### src/rs108_pkg.sv
// Shared types, constants and GF(2^8) helpers for the RS(10,8) symbol corrector.
package rs108_pkg;

  // Codeword geometry
  localparam int unsigned SYM_W       = 8;
  localparam int unsigned SYM_FIELDS  = 10;
  localparam int unsigned NUM_SYMBOLS = 10;  // symbols covered by the syndromes, at most 10
  localparam int unsigned TDATA_W     = SYM_FIELDS * SYM_W;

  // Field polynomial low byte after reset (x^8 + x^4 + x^3 + x^2 + 1)
  localparam logic [SYM_W-1:0] POLY_RESET = 8'h1D;

  typedef logic [SYM_W-1:0] sym_t;

  typedef enum logic [1:0] {
    STATUS_NONE          = 2'd0,
    STATUS_CORRECTED     = 2'd1,
    STATUS_UNCORRECTABLE = 2'd2
  } status_e;

  // Error locator results handed to the correction stage
  typedef struct packed {
    logic [NUM_SYMBOLS-1:0] match;  // S1 == S0 * alpha^j
    logic                   s0_zero;
    logic                   s1_zero;
  } rs108_loc_t;

  // Multiply by alpha: shift left, reduce by the polynomial if the top bit fell out
  function automatic sym_t gf_mul_alpha(sym_t v, sym_t poly);
    sym_t sh;
    sh = {v[SYM_W-2:0], 1'b0};
    return v[SYM_W-1] ? (sh ^ poly) : sh;
  endfunction

  // Multiply by alpha^k for a constant k below SYM_FIELDS
  function automatic sym_t gf_mul_alpha_pow(sym_t v, int unsigned k, sym_t poly);
    sym_t acc;
    acc = v;
    for (int unsigned t = 0; t < SYM_FIELDS - 1; t++) begin
      if (t < k) begin
        acc = gf_mul_alpha(acc, poly);
      end
    end
    return acc;
  endfunction

endpackage

### src/rs108_err_locate.sv
// Error locator: compares S1 against S0 * alpha^j for every codeword position.
module rs108_err_locate
  import rs108_pkg::*;
(
  input  sym_t       s0_i,
  input  sym_t       s1_i,
  input  sym_t       poly_i,
  output rs108_loc_t loc_o
);

  sym_t t_pow [NUM_SYMBOLS];

  // Successive powers of alpha times S0
  always_comb begin
    t_pow[0] = s0_i;
    for (int unsigned j = 1; j < NUM_SYMBOLS; j++) begin
      t_pow[j] = gf_mul_alpha(t_pow[j-1], poly_i);
    end
  end

  // Position compares and zero flags
  always_comb begin
    for (int unsigned j = 0; j < NUM_SYMBOLS; j++) begin
      loc_o.match[j] = (t_pow[j] == s1_i);
    end
    loc_o.s0_zero = (s0_i == '0);
    loc_o.s1_zero = (s1_i == '0);
  end

endmodule

### src/rs_10_8_symbol_corrector_core.sv
// Top level of the RS(10,8) single-symbol corrector over GF(2^8).
// Four register stages (weighting, syndromes, locator, correction), the last one the
// output register. Throughput: one codeword per cycle while the output is not stalled;
// each stage has its own valid bit and holds only while it and every stage after it are full.
// Reset (rst_ni low, asynchronous) empties the pipeline and sets the field
// polynomial low byte to 0x1D.
module rs_10_8_symbol_corrector_core
  import rs108_pkg::*;
(
  input  logic               clk_i,
  input  logic               rst_ni,
  // Configuration: field polynomial low byte
  input  logic               cfg_we_i,
  input  logic [SYM_W-1:0]   cfg_wdata_i,
  // Codeword in
  input  logic               s_axis_tvalid,
  output logic               s_axis_tready,
  input  logic [TDATA_W-1:0] s_axis_tdata,   // sym0 [7:0] .. sym9 [79:72]
  // Corrected codeword out
  output logic               m_axis_tvalid,
  input  logic               m_axis_tready,
  output logic [TDATA_W-1:0] m_axis_tdata,   // out_sym0 [7:0] .. out_sym9 [79:72]
  output logic [1:0]         m_axis_tuser    // status [1:0]
);

  // Configuration register
  sym_t poly_q;

  always_ff @(posedge clk_i or negedge rst_ni) begin
    if (!rst_ni) begin
      poly_q <= POLY_RESET;
    end else if (cfg_we_i) begin
      poly_q <= cfg_wdata_i;
    end
  end

  // Stage valids and stall chain
  logic v1_q, v2_q, v3_q, out_valid_q;
  logic rdy1, rdy2, rdy3, rdy4;

  assign rdy4 = !out_valid_q || m_axis_tready;
  assign rdy3 = !v3_q || rdy4;
  assign rdy2 = !v2_q || rdy3;
  assign rdy1 = !v1_q || rdy2;

  assign s_axis_tready = rdy1;
  assign m_axis_tvalid = out_valid_q;

  always_ff @(posedge clk_i or negedge rst_ni) begin
    if (!rst_ni) begin
      v1_q        <= 1'b0;
      v2_q        <= 1'b0;
      v3_q        <= 1'b0;
      out_valid_q <= 1'b0;
    end else begin
      if (rdy1) v1_q        <= s_axis_tvalid;
      if (rdy2) v2_q        <= v1_q;
      if (rdy3) v3_q        <= v2_q;
      if (rdy4) out_valid_q <= v3_q;
    end
  end

  // Stage 1: unpack and weight each symbol by alpha^i
  sym_t sym_in [SYM_FIELDS];
  sym_t w_d    [NUM_SYMBOLS];
  sym_t sym1_q [SYM_FIELDS];
  sym_t w1_q   [NUM_SYMBOLS];

  always_comb begin
    for (int unsigned i = 0; i < SYM_FIELDS; i++) begin
      sym_in[i] = s_axis_tdata[i*SYM_W +: SYM_W];
    end
    for (int unsigned i = 0; i < NUM_SYMBOLS; i++) begin
      w_d[i] = gf_mul_alpha_pow(sym_in[i], i, poly_q);
    end
  end

  always_ff @(posedge clk_i) begin
    if (rdy1) begin
      sym1_q <= sym_in;
      w1_q   <= w_d;
    end
  end

  // Stage 2: syndromes S0 and S1
  sym_t s0_d, s1_d;
  sym_t sym2_q [SYM_FIELDS];
  sym_t s0_2_q, s1_2_q;

  always_comb begin
    s0_d = '0;
    s1_d = '0;
    for (int unsigned i = 0; i < NUM_SYMBOLS; i++) begin
      s0_d = s0_d ^ sym1_q[i];
      s1_d = s1_d ^ w1_q[i];
    end
  end

  always_ff @(posedge clk_i) begin
    if (rdy2) begin
      sym2_q <= sym1_q;
      s0_2_q <= s0_d;
      s1_2_q <= s1_d;
    end
  end

  // Stage 3: error location
  rs108_loc_t loc_d;
  rs108_loc_t loc3_q;
  sym_t       sym3_q [SYM_FIELDS];
  sym_t       s0_3_q;

  rs108_err_locate u_locate (
    .s0_i   (s0_2_q),
    .s1_i   (s1_2_q),
    .poly_i (poly_q),
    .loc_o  (loc_d)
  );

  always_ff @(posedge clk_i) begin
    if (rdy3) begin
      sym3_q <= sym2_q;
      s0_3_q <= s0_2_q;
      loc3_q <= loc_d;
    end
  end

  // Stage 4: pick the lowest matching position, correct it, set status
  sym_t    out_sym_d [SYM_FIELDS];
  status_e status_d;
  logic    found;
  sym_t    out_sym_q [SYM_FIELDS];
  status_e status_q;

  always_comb begin
    out_sym_d = sym3_q;
    found     = 1'b0;
    if (loc3_q.s0_zero && loc3_q.s1_zero) begin
      status_d = STATUS_NONE;
    end else if (loc3_q.s0_zero || loc3_q.s1_zero) begin
      status_d = STATUS_UNCORRECTABLE;
    end else begin
      for (int unsigned j = 0; j < NUM_SYMBOLS; j++) begin
        if (!found && loc3_q.match[j]) begin
          found        = 1'b1;
          out_sym_d[j] = sym3_q[j] ^ s0_3_q;
        end
      end
      status_d = found ? STATUS_CORRECTED : STATUS_UNCORRECTABLE;
    end
  end

  always_ff @(posedge clk_i) begin
    if (rdy4) begin
      out_sym_q <= out_sym_d;
      status_q  <= status_d;
    end
  end

  // Output packing
  always_comb begin
    for (int unsigned i = 0; i < SYM_FIELDS; i++) begin
      m_axis_tdata[i*SYM_W +: SYM_W] = out_sym_q[i];
    end
  end

  assign m_axis_tuser = status_q;

endmodule

### config.mk
export PLATFORM = sky130hd
export DESIGN_NAME = rs_10_8_symbol_corrector_core
export DESIGN_NICKNAME = d
export VERILOG_FILES = /design/src/rs108_pkg.sv /design/src/rs108_err_locate.sv /design/src/rs_10_8_symbol_corrector_core.sv
export SDC_FILE = /design/constraint.sdc
export NUM_CORES = 1
export LEC_CHECK = 0
export BUFFER_PORTS_ARGS = -buffer_cell sky130_fd_sc_hd__buf_4
export CORE_MARGIN = 8
export CORE_UTILIZATION = 32
export CTS_CLUSTER_DIAMETER = 120
export DETAILED_ROUTE_END_ITERATION = 10
export HOLD_SLACK_MARGIN = 0.1
export PLACE_DENSITY_LB_ADDON = 0.15
export SYNTH_ARGS = -nofsm -noshare
export SYNTH_HDL_FRONTEND = slang
export SYNTH_SLANG_ARGS = --single-unit
### constraint.sdc
create_clock -name clk_i -period 14.6 [get_ports clk_i]
set_clock_uncertainty 0.05 [all_clocks]
set_input_delay 1.46 -clock clk_i [delete_from_list [all_inputs] [get_ports clk_i]]
set_output_delay 1.46 -clock clk_i [all_outputs]
set_load 0.02 [all_outputs]
==> metrics, run 1 <==
clk buf depth=3; initial core utilization=32.36%; top cells by count, synth=xnor2_1 (505), nand2_1 (440), edfxtp_1 (430), xor2_1 (106), o21ai_0 (90); leading area contributor after synthesis=edfxtp_1; DR vias/cell=4.828; Final Cycle Share=42.24%; Die Wd=293.4 µm; number of DRC markers in iteration 0=1445; CP endpoint kind=flop; Setup CP Type=reg2reg; Post-Synth XOR/XNOR Area=23.34%; die footprint=86060 µm²; boundary pin count=177; Syn Inst Count=2192; Die Y=293.4 µm; status=finished clean; Critical Path Source Type=flop; Rel. slew slack=11.84%; hold crit path type=reg2reg; Clock Latency Late Sink=0.60 ns; top cells by area, synth=edfxtp_1 (52%), xnor2_1 (18%), nand2_1 (6.7%), xor2_1 (3.8%), o21ai_0 (1.8%); Seq/Total Area, Yosys=53.70%; Slew Limit Fails=0; Yosys reg bits=442; min cycle time layout=6.167 ns; antenna viol nets, final=0; endpoints failing hold=0; Crit path depth=15; FFs w/ async S/R, synth=2.715%; CORE AREA=76080 µm²; WHS Path Cells=0; initial antenna violation count=6; TritonCTS Sinks=442; detailed-route via count=16340; Mapped Avg Cell Area=11.23 µm²; RSZ-0062 raised after global routing=no; DP HPWL=53.45 mm; Top FF cell, synth=edfxtp_1; Max FO, Critical Path=57; most common cell in the synthesized netlist=xnor2_1; DR pass1 iterations=6; post-cts sizing count=0; layout cell share with drive strength beyond 1=14.19%; Worst path slowest cell=dfrtp_4; adder-cell share of the synthesized area=0%; Setup crit end=loc3_q[11]; r2r startpoint=poly_q[7]; critical path arrival=6.45 ns; Hold Slack=0.3543 ns; largest net degree at the start of global routing=154; CP delay by family, top=simple AND/OR/NAND/NOR gates; PortBufs=176; Crit path largest cell delay=0.82 ns; Yosys warning count=0; Layout area overhead=15.99%; simple-gate share of the synthesized area=12.18%; CTS Hold Bufs=0; CTS tree=done; cts bufs inserted=49; total routed wirelength=74.96 mm; multiplexer share of the synthesized area=0.9251%; max frequency=0.1622 GHz; area of the mapped netlist=24620 µm²; top cell type's share of synthesized area=52.46%; Buf+Inv Stages, Crit Path=1; Leakage=10.09 nW; Clock transition at path regs=0.07 ns; Setup Viol. Count Final=0; R2R cell count=15; htree depth=2; CP Data Required Time=14.88 ns; total track usage=16.90%; max-cap viol count=0; first-pass GRT wire length=110.1 mm; Synth Area in Compound Gates=7.350%; wire per inst=22.14 µm; Placer Congestion=0.8849; row count=101; Total Power=0.006927 W; RR Endpoint=loc3_q[11]; Peak VDD IR=0.0001576 V; PwrDens=242.6 nW/µm²; r2r setup slk=8.43 ns; largest family of logic cells by synthesized area=XOR/XNOR gates; slew at the pin closest to its max-slew limit=1.322 ns; synth unique cells=84; global route overflow=0; Post-synth EDFFs=430; Critical path origin=poly_q[7]; vias in the first global route=16080; crit-path cells=buf_4, or2_2, a21oi_1, nor3_1, xnor2_1, nor4_4, nor2_1, and3_1, nor3_4, xnor3_1, nand2_1, xor3_1, a32o_1, a22o_1, and4_1; clk root buf=clkbuf_16; post-CTS setup buffers=0; syn_nets=2285; # DRC=0; Setup TNS=0 ns; layout net count=2406
[cell families after synthesis]
| logic type | Yosys count |
|---|---|
| AND/OR/NAND/NOR | 675 |
| XOR/XNOR | 630 |
| flip-flops | 442 |
| AO/OA/AOI/OAI | 270 |
| buffers and inverters | 153 |
| multiplexers | 22 |
[metal layers]
metal,wire (µm),vias up,GRT usage [%]
met3,3996,79,2.309
met1,34390,7997,23.66
met2,35250,492,27.74
li1,-,7774,-
met4,1322,0,3.741
met5,0,-,0
[final cells by class]
class	instances	area, µm²
Fill cell	7487	47520
Timing Repair Buffer	208	1574
Tap cell	1030	1289
Antenna cell	2	5.005
Multi-Input combinational cell	1597	10810
Clock inverter	33	335.3
Inverter	15	57.56
Sequential cell	442	13230
Clock buffer	58	1260
[worst min path at each step]
stage / startpoint / end
6_report: sym2_q[45] / sym3_q[45]
4_1_cts: sym2_q[45] / sym3_q[45]
5_1_grt: sym2_q[73] / sym3_q[73]
3_3_place_gp: sym2_q[1] / sym3_q[1]
3_5_place_dp: sym2_q[21] / sym3_q[21]
2_1_floorplan: sym2_q[0] / sym3_q[0]
[power breakdown]
| group | switching [W] | internal, W | total, W | leakage [nW] |
|---|---|---|---|---|
| combinational | 0.00213 | 0.00161 | 0.00374 | 4.77 |
| sequential | 0.000185 | 0.00177 | 0.00196 | 4.54 |
| clock | 0.000519 | 0.000711 | 0.00123 | 0.778 |
[through the flow]
step,utilization (%),cells,area (µm²),setup slack (ns)
after floorplan,-,2192,24620,6.484
after global placement,35.43,3292,26950,8.668
after detailed placement,35.43,3292,26950,8.522
after CTS,37.53,3383,28550,8.508
after global routing,37.53,3384,28550,8.099
final,37.53,3385,28550,8.433
[registers in the layout, indices dropped and copies added (netlist names), 8 cells and up]
| register | count |
|---|---|
| sym1_q | 72 |
| sym2_q | 80 |
| s0_2_q | 8 |
| sym3_q | 80 |
| w1_q | 80 |
| poly_q | 8 |
| m_axis_tdata | 80 |
| loc3_q | 12 |
| s0_3_q | 8 |
| s1_2_q | 8 |
[layout by cell type (no fill, tap or decap), drive strengths merged, types with 9 or more instances in the layout]
| master | netlist | routed |
|---|---|---|
| a21oi | 57 | 57 |
| or4 | 9 | 9 |
| mux2i | 16 | 16 |
| xor2 | 109 | 109 |
| a22oi | 11 | 11 |
| o21ai | 94 | 94 |
| or2 | 11 | 11 |
| nor2b | 11 | 11 |
| clkinv | 3 | 26 |
| buf | 49 | 208 |
| edfxtp | 430 | 430 |
| inv | 12 | 15 |
| nor3 | 13 | 13 |
| and2 | 25 | 25 |
| xnor2 | 510 | 510 |
| nor2 | 67 | 67 |
| a32oi | 23 | 23 |
| clkbuf | 89 | 58 |
| nor4 | 10 | 10 |
| nand3 | 31 | 31 |
| and3 | 15 | 15 |
| nand2 | 440 | 440 |
| nand2b | 16 | 16 |
Power figures use the tool's default switching activity.
==> run 2, diff against run 1 <==
Clock period 14.6 ns to 5.6 ns, I/O delays scaled along.
==> metrics, run 2 (synthesis gave the netlist of run 1 again) <==
status=finished clean; Crit path largest cell delay=0.61 ns; detailed-route via count=16660; Layout area overhead=18.74%; Final Cycle Share=92.73%; Die Y=293.4 µm; initial core utilization=32.36%; CORE AREA=76080 µm²; worst slack, placed=0.4851 ns; critical path arrival=5.50 ns; r2r setup slk=0.41 ns; crit-path cells=or3b_1, a21oi_2, or3_1, nand2_1, o2111ai_1, xor2_2, xnor3_1, nor2_1, xnor3_1, nor2_1, xor3_1, a32o_1, a22o_1, and4_1; Die Wd=293.4 µm; die footprint=86060 µm²; DP HPWL=56.45 mm; most frequent cells in the layout=xnor2_1 (505), nand2_1 (439), edfxtp_1 (430); r2r startpoint=s0_2_q[6]; max-cap viol count=0; largest net degree at the start of global routing=103; CP Data Required Time=5.90 ns; worst min-delay path endpoint=sym1_q[42]; slew at the pin closest to its max-slew limit=1.154 ns; global route overflow=0; Critical Path Source Type=flop; cts bufs inserted=51; commonest non-fill, non-tap cell in the layout=xnor2_1; WHS Path Cells=1; initial antenna violation count=3; total routed wirelength=77.61 mm; total track usage=17.60%; CTS tree=done; Placer Congestion=0.8781; # DRC=0; R2R cell count=14; max frequency=0.1926 GHz; endpoints failing hold=0; first-pass GRT wire length=113.9 mm; min cycle time layout=5.193 ns; clk buf depth=3; Slew Limit Fails=0; Clock transition at path regs=0.08 ns; Setup CP Type=reg2reg; RSZ-0062 raised after global routing=no; clk root buf=clkbuf_16; Rel. slew slack=22.93%; hold crit path type=in2reg; DR vias/cell=4.814; layout cell share with drive strength beyond 1=15.61%; boundary pin count=177; vias in the first global route=16750; number of DRC markers in iteration 0=1425; setup ws final=0.4070 ns; htree depth=2; Peak VDD IR=0.0003742 V; HP Start=s_axis_tdata[34]; RR Endpoint=loc3_q[11]; antenna viol nets, final=0; TritonCTS Sinks=442; PortBufs=176; Leakage=10.45 nW; Final Core Density=38.42%; Setup Viol. Count Final=0; CP delay by family, top=XOR/XNOR gates; Clock Latency Late Sink=0.59 ns; row count=101; wire per inst=22.43 µm; DR pass1 iterations=5; post-CTS setup buffers=0; CP endpoint kind=flop; PwrDens=633.0 nW/µm²; Max FO, Critical Path=17; Buf+Inv Stages, Crit Path=0; layout net count=2485; Worst path slowest cell=edfxtp_1
==> run 2: cell count changes in the layout (fill, tap and decap cells not counted), sizes merged <==
cell         before  now
buf             208  256
dlygate4sd3       0   29
clkinv           26   21
clkbuf           58   61
inv              15   17
bufinv            5    4
clkinvlp          2    1
==> run 2: per-layer routing <==
layer,track usage (%),vias up,wire (µm)
met5,0,-,13
met4,5.280,2,2157
met3,3.208,119,4545
met2,28.63,493,35950
met1,23.77,8105,34940
li1,-,7937,-
==> run 2: how the worst max path moves through the flow <==
stage          slack (ns)         end  depth (start not counted)           from
6_report             0.41  loc3_q[11]                         14      s0_2_q[6]
5_1_grt              0.11  loc3_q[11]                         14      s0_2_q[6]
4_1_cts              0.45  loc3_q[11]                         14      s0_2_q[6]
3_5_place_dp         0.49  loc3_q[11]                         14      s0_2_q[6]
3_3_place_gp         0.54  loc3_q[11]                         14      s0_2_q[6]
2_1_floorplan       -1.48   sym1_q[0]                          2  m_axis_tready
==> run 2: repair_timing <==
action / in CTS / in global routing
gates resized for setup: 0 / 0
setup endpoints to repair: 0 / 0
hold endpoints to repair: 40 / 0
hold buffers: 29 / 0
==> run 2: power breakdown <==
group / internal, W / total [W] / switching, W
clock: 0.00187 / 0.00324 / 0.00137
combinational: 0.00450 / 0.0102 / 0.00568
sequential: 0.00462 / 0.00508 / 0.000460
total: 0.0110 / 0.0185 / 0.00751
==> run 2: layout make-up <==
cell class	instances	area, µm²
antenna	2	5.005
clock buffer	61	1314
sequential	442	13230
timing repair buffer	285	2225
tap	1030	1289
clock inverter	28	300.3
fill	7383	46850
multi-input combinational	1597	10810
inverter	15	57.56
==> run 2: stage by stage <==
stage                     power (W)  cells  instance area, µm²  setup TNS [ns]  hold WS (ns)
after floorplan             0.01260   2192               24620         -225.80        0.2144
after global placement      0.01526   3340               27320               0        0.3516
after detailed placement    0.01529   3340               27320               0        0.3545
after CTS                   0.01863   3458               29220               0        0.1041
after global routing        0.01971   3459               29230               0        0.1098
final                       0.01850   3460               29230               0        0.1342
